===== src/design/fsosc_fifo.sv =====
// Small synchronous word queue with head-of-queue output and fill count.
module fsosc_fifo #(
    parameter int WIDTH = 8,
    parameter int DEPTH = 4
) (
    input  logic                       i_clk,
    input  logic                       i_rst_n,
    input  logic                       i_push,
    input  logic [WIDTH-1:0]           i_data,
    input  logic                       i_pop,
    output logic [WIDTH-1:0]           o_data,
    output logic                       o_full,
    output logic                       o_empty,
    output logic [$clog2(DEPTH+1)-1:0] o_count
);
    localparam int PW = $clog2(DEPTH);
    localparam int CW = $clog2(DEPTH + 1);

    logic [WIDTH-1:0] r_mem [DEPTH];
    logic [PW-1:0]    r_wptr, n_wptr;
    logic [PW-1:0]    r_rptr, n_rptr;
    logic [CW-1:0]    r_count, n_count;
    logic             do_push;
    logic             do_pop;

    assign do_push = i_push && (r_count != CW'(DEPTH));
    assign do_pop  = i_pop && (r_count != '0);

    // Advance pointers and fill count
    always_comb begin
        n_wptr  = do_push ? r_wptr + PW'(1) : r_wptr;
        n_rptr  = do_pop  ? r_rptr + PW'(1) : r_rptr;
        n_count = r_count;
        if (do_push && !do_pop) begin
            n_count = r_count + CW'(1);
        end else if (do_pop && !do_push) begin
            n_count = r_count - CW'(1);
        end
    end

    always_ff @(posedge i_clk) begin
        if (!i_rst_n) begin
            r_wptr  <= '0;
            r_rptr  <= '0;
            r_count <= '0;
        end else begin
            r_wptr  <= n_wptr;
            r_rptr  <= n_rptr;
            r_count <= n_count;
        end
    end

    // Store the incoming word
    always_ff @(posedge i_clk) begin
        if (do_push) begin
            r_mem[r_wptr] <= i_data;
        end
    end

    assign o_data  = r_mem[r_rptr];
    assign o_full  = (r_count == CW'(DEPTH));
    assign o_empty = (r_count == '0);
    assign o_count = r_count;

endmodule


===== config.mk =====
export PLATFORM = sky130hd
export DESIGN_NAME = fsosc_fifo
export DESIGN_NICKNAME = d
export VERILOG_FILES = /design/src/design/fsosc_fifo.sv
export SDC_FILE = /design/constraint.sdc
export NUM_CORES = 1
export LEC_CHECK = 0
export ABC_AREA = 1
export BUFFER_PORTS_ARGS = -buffer_cell sky130_fd_sc_hd__buf_2
export CELL_PAD_IN_SITES_DETAIL_PLACEMENT = 0
export CELL_PAD_IN_SITES_GLOBAL_PLACEMENT = 1
export CORE_UTILIZATION = 40
export DETAILED_ROUTE_END_ITERATION = 10
export PLACE_DENSITY = 0.83
export REMOVE_ABC_BUFFERS = 1
export SYNTH_ARGS = -nofsm -noshare
export SYNTH_HDL_FRONTEND = slang
export SYNTH_SLANG_ARGS = --single-unit

===== constraint.sdc =====
create_clock -name i_clk -period 2.4 [get_ports i_clk]
set_input_delay 0.48 -clock i_clk [delete_from_list [all_inputs] [get_ports i_clk]]
set_output_delay 0.48 -clock i_clk [all_outputs]
set_load 0.03 [all_outputs]

==> run summary <==
status -> complete, no violations
Seq/Total Area, Yosys -> 0.677
setup_tns -> 0 ps
area grow syn2layout -> 17.8%
final hold violations -> 0
Vias -> 1114
Slowest-stage cell, CP -> dfxtp_1
grt total ovfl -> 0
I/O Pins -> 25
WHS -> 406 ps
Ys Warns -> 0
number of post-CTS setup repair buffers -> 0
max-slew violation count -> 0
post-synth top area share -> 0.570
CP Data Required Time -> 1920 ps
H-tree depth -> 2
vias in the first global route -> 1069
Setup crit start kind -> flip-flop
drt total wl -> 3060 um
via density per instance -> 4.82
Clock Path Buffers -> 2
max-cap viol count -> 0
ANT cells -> 0
root buf cell -> clkbuf_8
final setup violation count -> 0
layout cell share with drive strength beyond 1 -> 0.232
Arr. time, crit path -> 1570 ps
drt wl/cell -> 13.3 um
DR iter-0 viols -> 59
post_cts resized -> 0
Mapped Area -> 1690 um^2
Pwr per Cell Area -> 1100 nW/um^2
Synth Area per Inst -> 11.5 um^2
Die Span X -> 66.9 um
first-pass GRT wire length -> 4870 um
commonest non-fill, non-tap cell in the layout -> edfxtp_1
post-DP HPWL -> 2190 um
Relative slew margins -> 0.769
largest net degree at the start of global routing -> 17
overall routing resource usage -> 0.156
CP max FO -> 9
cts hold-fix bufs -> 0
TritonCTS clock tree -> yes
dpl ws -> 483 ps
clk_lat worst skew -> 280 ps
maximum VDD drop -> 569 uV
synthesized instance count -> 146
IO buf count -> 24
Starting Density -> 0.418
Design Power -> 2.19 mW
core footprint -> 4030 um^2
Setup Crit Path Kind -> reg -> out
Leakage -> 0.806 nW
highest-count cells in the layout ignoring fill and taps -> 32 x edfxtp_1, 30 x nor2_1, 24 x buf_2, 17 x inv_1
initial antenna violation count -> 0
Crit. End Element -> output pin
Max Freq -> 487 MHz
GPL Wtd Cong -> 0.758
Fin Clk Skew -> 6.09 ps
total CTS buffers -> 5
DRT antenna net count -> 0
Clock Pin Slew Worst Setup and Hold Paths -> 70 ps
DR DRC count -> 0
post-synth top area cell -> edfxtp_1
crit share post-route -> 0.855
HP Class -> in -> reg
flops & latches, synth -> 41
worst slew pin tran -> 346 ps
Die ar. -> 4480 um^2
num rows -> 23
worst setup slack after layout -> 347 ps
die height -> 66.9 um
slowest stage delay, CP -> 420 ps
clk sink count -> 41
main area contributors after synthesis -> edfxtp_1 57%, dfxtp_1 11%, nor2_1 6.7%
Critical Path, Cell by Cell -> inv_1 -> o21ai_0 -> o22ai_1 -> buf_2
crit path time final -> 2050 ps
Unique masters post-synth -> 18
layout net count -> 198
Pre-Repair DR Iteration Count -> 4
RSZ-0062 raised after global routing -> false
area by class of cell:
cell class	count	area (um^2)
clock buffers	7	97.6
clock inverters	1	5.00
fillers	377	2040
inverters	18	67.6
multi-input cells	85	454
flip-flops and latches	41	1140
well taps	50	62.6
repair buffers	29	158
metrics by stage:
stage	area, um^2	util	cells
5_1_grt	1990	0.493	231
4_1_cts	1990	0.493	231
3_5_place_dp	1880	0.467	223
2_1_floorplan	1660	-	144
3_3_place_gp	1880	0.467	223
6_report	1990	0.493	231
routing by layer:
| layer | global-route usage | share of wire | wire length [um] |
|---|---|---|---|
| met5 | 0 | 0 | 0 |
| met1 | 0.173 | 0.41 | 1240 |
| met3 | 0.0531 | 0.059 | 181 |
| met4 | 0.0745 | 0.016 | 48 |
| met2 | 0.266 | 0.52 | 1590 |
power by group:
group          internal (mW)  total [mW]  switching (mW)
sequential             0.871       0.941          0.0701
clock                  0.266       0.480           0.214
combinational          0.235       0.769           0.534
logic make-up after synthesis:
| family | count (synthesis) | share of synthesized area |
|---|---|---|
| buffers and inverters | 20 | 0.0534 |
| XOR/XNOR | 1 | 0.00520 |
| AND/OR/NAND/NOR | 50 | 0.120 |
| adder cells (fa/ha/maj) | 6 | 0.0490 |
| flip-flops | 41 | 0.677 |
| AO/OA/AOI/OAI | 28 | 0.0958 |
cells in the mapped netlist:
cell	count
a21oi_1	3
buf_6	2
dfxtp_1	9
edfxtp_1	32
fa_1	1
ha_1	5
inv_1	17
inv_2	1
nand2_1	13
nand2_2	2
nand3_1	4
nand3b_1	1
nor2_1	30
o21ai_0	13
o21ai_1	1
o21ai_2	3
o22ai_1	8
xor2_1	1
worst paths after layout:
check                   from  slack (ps)          end  cells after the start
setup / recovery   flip-flop         350    o_data[4]                      4
hold / removal     i_data[6]         410  r_mem[2][6]                      1
setup reg to reg  o_count[0]         480   o_count[2]                     11
hold reg to reg    r_rptr[1]         520    r_rptr[1]                      2
critical path: cells and delay by family (launching register included):
family | cells | cell delay, ps
buf+inv | 2 | 530
flops | 1 | 420
compound gates | 2 | 340
flip-flops by register name (all words and copies together) (netlist names), named ones only:
name / cells
r_wptr: 2
o_count: 3
r_mem: 32
r_rptr: 2
Note: power is estimated with default switching activity, not from simulation.
