$ cat src/design/fsosc_pkg.sv
// Shared constants, types and table functions of the fractional sine oscillator.
package fsosc_pkg;

    // Default geometry of the phase accumulator and the sine table
    localparam int PHASE_BITS_DEF     = 32;
    localparam int SINE_ADDR_BITS_DEF = 12;
    localparam int SINE_FRAC_BITS_DEF = 46;

    // Fixed field widths
    localparam int STEP_BITS  = 32;
    localparam int AMP_BITS   = 16;
    localparam int DEPTH_BITS = 4;
    localparam int POW10_BITS = 30;

    localparam logic [DEPTH_BITS-1:0] DEPTH_MAX = 4'd9;

    // Queue sizes (power of two) and back-end pipeline length
    localparam int MID_DEPTH   = 4;
    localparam int OUT_DEPTH   = 8;
    localparam int BACK_STAGES = 5;

    // Series expansion of the sine
    localparam logic [63:0] PI_Q62       = 64'hC90FDAA22168C235;
    localparam int          TAYLOR_TERMS = 14;

    // Per-word side information carried from front to back
    typedef struct packed {
        logic                  flip;
        logic [AMP_BITS-1:0]   amp_mag;
        logic [DEPTH_BITS-1:0] depth;
    } t_item_info;

    // Decimal scale factor for a clamped depth
    function automatic logic [POW10_BITS-1:0] pow10(input logic [DEPTH_BITS-1:0] d);
        logic [POW10_BITS-1:0] p;
        case (d)
            4'd0:    p = 30'd1;
            4'd1:    p = 30'd10;
            4'd2:    p = 30'd100;
            4'd3:    p = 30'd1000;
            4'd4:    p = 30'd10000;
            4'd5:    p = 30'd100000;
            4'd6:    p = 30'd1000000;
            4'd7:    p = 30'd10000000;
            4'd8:    p = 30'd100000000;
            4'd9:    p = 30'd1000000000;
            default: p = 30'd1000000000;
        endcase
        return p;
    endfunction

    // Unsigned quotient by restoring long division, used at elaboration only
    function automatic logic [63:0] udiv64(input logic [63:0] num,
                                           input logic [63:0] den);
        logic [63:0] q;
        logic [64:0] rem;
        q   = '0;
        rem = '0;
        for (int b = 63; b >= 0; b--) begin
            rem = {rem[63:0], num[b]};
            if (rem >= {1'b0, den}) begin
                rem  = rem - {1'b0, den};
                q[b] = 1'b1;
            end
        end
        return q;
    endfunction

    // Rounded sine magnitude of table entry j, evaluated at elaboration only
    function automatic logic [63:0] sine_q(input int unsigned j,
                                           input int unsigned addr_bits,
                                           input int unsigned frac_bits);
        logic [127:0] prod;
        logic [63:0]  x;
        logic [63:0]  x2;
        logic [63:0]  term;
        logic [63:0]  sum;
        logic [63:0]  div;
        int unsigned  drop;
        prod = 128'(PI_Q62) * 128'(j);
        x    = 64'(prod >> (addr_bits - 1));
        prod = 128'(x) * 128'(x);
        x2   = 64'(prod >> 62);
        term = x;
        sum  = x;
        for (int n = 1; n < TAYLOR_TERMS; n++) begin
            prod = 128'(term) * 128'(x2);
            div  = 64'((2 * n) * (2 * n + 1));
            term = udiv64(64'(prod >> 62), div);
            if (n[0]) begin
                sum = sum - term;
            end else begin
                sum = sum + term;
            end
        end
        drop = 62 - frac_bits;
        if (drop > 0) begin
            sum = (sum + (64'd1 << (drop - 1))) >> drop;
        end
        return sum;
    endfunction

endpackage

$ cat src/design/fsosc_front.sv
// Front end: phase accumulator, depth register, quadrant and sign classification.
module fsosc_front #(
    parameter int PHASE_BITS     = fsosc_pkg::PHASE_BITS_DEF,
    parameter int SINE_ADDR_BITS = fsosc_pkg::SINE_ADDR_BITS_DEF
) (
    input  logic                                  i_clk,
    input  logic                                  i_rst_n,
    input  logic                                  i_push,
    input  logic                                  i_full,
    input  logic [fsosc_pkg::STEP_BITS-1:0]       i_phase_step,
    input  logic signed [fsosc_pkg::AMP_BITS-1:0] i_amplitude,
    input  logic                                  i_cfg_we,
    input  logic [fsosc_pkg::DEPTH_BITS-1:0]      i_cfg_wdata,
    output logic                                  o_push,
    output logic [SINE_ADDR_BITS-2:0]             o_index,
    output fsosc_pkg::t_item_info                 o_info
);
    localparam int JW = SINE_ADDR_BITS - 1;
    localparam int SB = fsosc_pkg::STEP_BITS;

    localparam logic [JW-1:0] QUARTER = JW'(1) << (SINE_ADDR_BITS - 2);

    logic [PHASE_BITS-1:0]            r_phase, n_phase;
    logic [fsosc_pkg::DEPTH_BITS-1:0] r_depth;
    logic [SINE_ADDR_BITS-1:0]        addr;
    logic [JW-1:0]                    j_raw;
    logic [PHASE_BITS+SB-1:0]         step_ext;
    logic [fsosc_pkg::AMP_BITS-1:0]   amp_u;
    logic                             accept;

    assign accept = i_push && !i_full;

    // Classify the current phase into quadrant and table index
    assign addr  = r_phase[PHASE_BITS-1 -: SINE_ADDR_BITS];
    assign j_raw = JW'(addr[SINE_ADDR_BITS-3:0]);

    always_comb begin
        o_index = addr[SINE_ADDR_BITS-2] ? (QUARTER - j_raw) : j_raw;
    end

    // Split amplitude into sign and magnitude, clamp depth
    assign amp_u = i_amplitude;

    always_comb begin
        o_info.flip    = addr[SINE_ADDR_BITS-1] ^ amp_u[fsosc_pkg::AMP_BITS-1];
        o_info.amp_mag = amp_u[fsosc_pkg::AMP_BITS-1] ? ('0 - amp_u) : amp_u;
        o_info.depth   = (r_depth > fsosc_pkg::DEPTH_MAX) ? fsosc_pkg::DEPTH_MAX : r_depth;
    end

    assign o_push = accept;

    // Advance the phase by the step aligned to the accumulator width
    assign step_ext = {i_phase_step, {PHASE_BITS{1'b0}}};
    assign n_phase  = accept ? (r_phase + step_ext[PHASE_BITS+SB-1:SB]) : r_phase;

    always_ff @(posedge i_clk) begin
        if (!i_rst_n) begin
            r_phase <= '0;
            r_depth <= '0;
        end else begin
            r_phase <= n_phase;
            if (i_cfg_we) begin
                r_depth <= i_cfg_wdata;
            end
        end
    end

endmodule

$ cat config.mk
export PLATFORM = sky130hd
export DESIGN_NAME = fsosc_front
export DESIGN_NICKNAME = d
export VERILOG_FILES = /design/src/design/fsosc_pkg.sv /design/src/design/fsosc_front.sv
export SDC_FILE = /design/constraint.sdc
export NUM_CORES = 1
export LEC_CHECK = 0
export BUFFER_PORTS_ARGS = -buffer_cell sky130_fd_sc_hd__buf_2
export CORE_MARGIN = 10
export CORE_UTILIZATION = 47
export DETAILED_ROUTE_END_ITERATION = 7
export PLACE_DENSITY = 0.83
export REMOVE_ABC_BUFFERS = 1
export SETUP_SLACK_MARGIN = 0.02
export SYNTH_ARGS = -nofsm -noshare
export SYNTH_HDL_FRONTEND = slang
export SYNTH_SLANG_ARGS = --single-unit
export TNS_END_PERCENT = 100
$ cat constraint.sdc
create_clock -name i_clk -period 2.38 [get_ports i_clk]
set_input_delay 0.238 -clock i_clk [delete_from_list [all_inputs] [get_ports i_clk]]
set_output_delay 0.238 -clock i_clk [all_outputs]
set_load 0.005 [all_outputs]
==> summary.md <==
| Metric | Value |
|---|---|
| Status | finished clean |
| Post-synth ARST share | 0 |
| Worst-Margin Slew | around 0.6 ns |
| Area Overhead vs Synth | 32.2% |
| Longest Clk Path Bufs | 2 |
| Ant. Diodes | 0 |
| Row Count | 31 |
| Largest family of logic cells by synthesized area | compound AO/OA/AOI/OAI gates |
| Core footprint | about 0.0073 sq mm |
| Pin count of the biggest net entering global routing | 31 |
| Initial antenna violation count | 0 |
| Post-Place Cell Area | roughly 0.0043 sq mm |
| Gate Count Post-Synth | around 490 |
| Ports | 90 |
| Die height | 107 um |
| Iteration count of the initial detailed-routing pass | 7 |
| Post-DRT Antenna Nets | 0 |
| CP max FO | 3 |
| Fin area | about 0.0047 sq mm |
| CTS root buf | clkbuf_8 |
| Post-Syn Area | approximately 0.0036 sq mm |
| Cell variety after synth | 57 |
| Overflow after GRT | 0 |
| Max Used Layer | met4 |
| Synth warn | 0 |
| Die footprint | about 0.011 sq mm |
| Post-synthesis compound-gate area fraction | 0.266 |
| Clk_skew | roughly 0.0087 ns |
| Clk sinks | 36 |
| Storage element area | 729 sq um |
| CTS H-tree lvls | 2 |
| Share of post-route cells with drive strength above 1 | 0.308 |
| Required @ worst endpoint | 2.62 ns |
| Synth area leaders | dfxtp_1, ha_1, nand2_1 |
| Total Wirelength | between 10000 and 15000 um |
| DRT iter0 DRCs | 150 |
| M1 WL | ~4300 um |
| Max-cap viol count | 0 |
| Leakage dissipation | between 0.002 and 0.0025 uW |
| PortBufs | ~90 |
| Net count, final | around 700 |
| Period utilization | 0.987 |
| Die X-Extent | 107 um |
| Placed instance count | 688 |
| Finish-stage setup viols | 0 |
| DP Wirelength | roughly 8500 um |
| Multi-input logic area | 0.00289 sq mm |
| Number of global-route vias before repair | 4040 |
| Pwr Density | around 470 mW/mm^2 |
| Synth Register Bits | 36 |
| R2r setup slk | a little over 0.03 ns |
| RSZ-0062 raised after global routing | true |
| HP Class | in -> reg |
| Fillers | about 670 |
| GP Congestion | between 0.8 and 0.9 |
| Final Power | between 2000 and 2500 uW |
| Vias | around 4000 |
| Max-slew violation count | 0 |
| Vias per inst | 5.72 |
| Top achievable clock speed | ~430 MHz |
| Post-Synth XOR/XNOR Area | 0.0960 |
| GRT Util Overall | 0.182 |
| TritonCTS clock tree | done |
| Clock Pin Slew Worst Setup and Hold Paths | approximately 0.08 ns |
| Main synth FF type | dfxtp_1 |
| Mux contribution to synthesized area | 0.0141 |
| Syn_area_per_cell | 7.34 sq um |
| Worst skew pair latency | around 0.30 ns |
| Routed wire per std cell | between 15 and 20 um |
| Starting Density | 0.488 |
| Final non-filler cell total | roughly 700 |
| Simple logic cell fraction of the synthesized area | 0.248 |
| Post-synthesis adder-cell area fraction | 0.122 |
| Worst setup SP type | flip-flop |
| DRC | 0 |
| Post-synth EDFFs | 0 |
| Commonest non-fill, non-tap cell in the layout | buf_2 |
| Slew headroom | 0.599 |
| # hold bufs at CTS | 0 |
| Leading area contributor after synthesis | dfxtp_1 |
| WS Path Type | reg -> reg |
| Worst Hold Slack | 0.180 ns |
| Wire length on met2 | approximately 5700 um |
| Worst Path Arrival | between 2 and 3 ns |
| Final Hold Vio Count | 0 |
| Most frequent cells in the layout | buf_2, nand2_1, buf_4, a21oi_1, dfxtp_1 |
| Detail Route met3 WL | about 700 um |
| Number of buffers created by CTS | 5 |
| Maximum vdd drop | 0.000341 V |
| Post-synth top area share | 0.203 |
| Global-route wire length before repair | 18000 um |
| Crit path capture type | flip-flop |
| Min Tclk post-route | ~2.3 ns |
| Seq/Total Area, Yosys | 0.203 |
-- flip-flops by register name, indices dropped and copies added, names as in the netlist --
register  cells
r_phase      32
r_depth       4
-- cell families (layout without fill, tap and decap cells) --
logic type | after synthesis | after routing
AOI/OAI and AO/OA | 145 | 145
xor gates and xnor gates | 39 | 39
adders and majority gates | 34 | 34
buffers and inverters | 45 | 160
DFF | 36 | 36
muxes | 5 | 5
and+or+nand+nor | 181 | 181
-- what timing repair did --
item,4_1_cts,5_1_grt
setup endpoints to repair,11,18
resized for setup,15,28
pin swaps,7,10
setup buffers,3,0
-- power by group --
part / total, uW / leakage, uW / switching (uW) / internal, uW
logic: 930 / 0.00182 / 488 / 442
clock network: 574 / 0.0000541 / 263 / 311
registers: 690 / 0.000297 / 41.8 / 648
total: 2190 / 0.00217 / 793 / 1400
-- metal layers --
| layer | track usage | up-vias |
|---|---|---|
| met5 | 0 | - |
| met4 | 0.0503 | 0 |
| met3 | 0.0407 | 20 |
| met2 | 0.346 | 120 |
| met1 | 0.197 | 1864 |
| li1 | - | 1995 |
-- synthesized netlist by cell type (2+ instances only) --
master     n
or4_1      4
inv_1     19
nor4_1     2
ha_1      33
nor2_1    17
a21oi_2    2
o311ai_0   3
a211oi_2   3
a21o_1    13
nor2b_1    3
a211oi_1   4
o211ai_1   9
clkbuf_1  14
a31oi_1    6
nand2b_1   6
buf_2      5
a21oi_1   42
nor3_1    11
nand4_1   12
nand2_1   79
nand3b_1   2
or2_2      2
and3_1     6
o21bai_1   3
nand3_1   18
buf_4      2
o21ai_0   29
o21a_1     5
dfxtp_1   36
xnor2_1   28
a21boi_0   2
xor2_1    11
o31ai_1    9
mux2i_1    5
o21ai_1    3
buf_1      4
or3_1     13
-- worst paths after layout --
path,from,end,cells past startpoint
worst max-delay path,r_phase[0],r_phase[31],9
worst min-delay path,i_cfg_wdata[3],r_depth[3],3
worst max register to register,r_phase[0],r_phase[31],9
worst min register to register,r_phase[17],r_phase[17],2
-- final cells by class --
| cell class | instances | area share |
|---|---|---|
| Timing Repair Buffer | 133 | 0.165 |
| Multi-Input combinational cell | 404 | 0.615 |
| Sequential cell | 36 | 0.155 |
| Clock inverter | 3 | 0.00904 |
| Clock buffer | 5 | 0.0146 |
| Inverter | 19 | 0.0152 |
| Tap cell | 99 | 0.0263 |
-- worst max-delay path, cell delays in order (launching register included) --
cell and delay [ns]:
dfxtp_2 0.34, ha_4 0.16, buf_4 0.14, a211oi_4 0.24, o21ai_2 0.09, o2111a_2 0.30
o311ai_4 0.31, a31oi_1 0.14, or4_1 0.43, a21oi_2 0.14
-- metrics by stage --
stage / worst slack (ns) / utilization / setup TNS [ns]
4_1_cts: 0.00766 / 0.626 / 0
3_3_place_gp: -0.200 / 0.593 / -1.11
3_5_place_dp: -0.287 / 0.593 / -1.92
2_1_floorplan: -0.0942 / - / -0.178
5_1_grt: -0.0967 / 0.645 / -0.231
6_report: 0.0309 / 0.645 / 0
No activity file was read; power rests on OpenSTA's default activity.
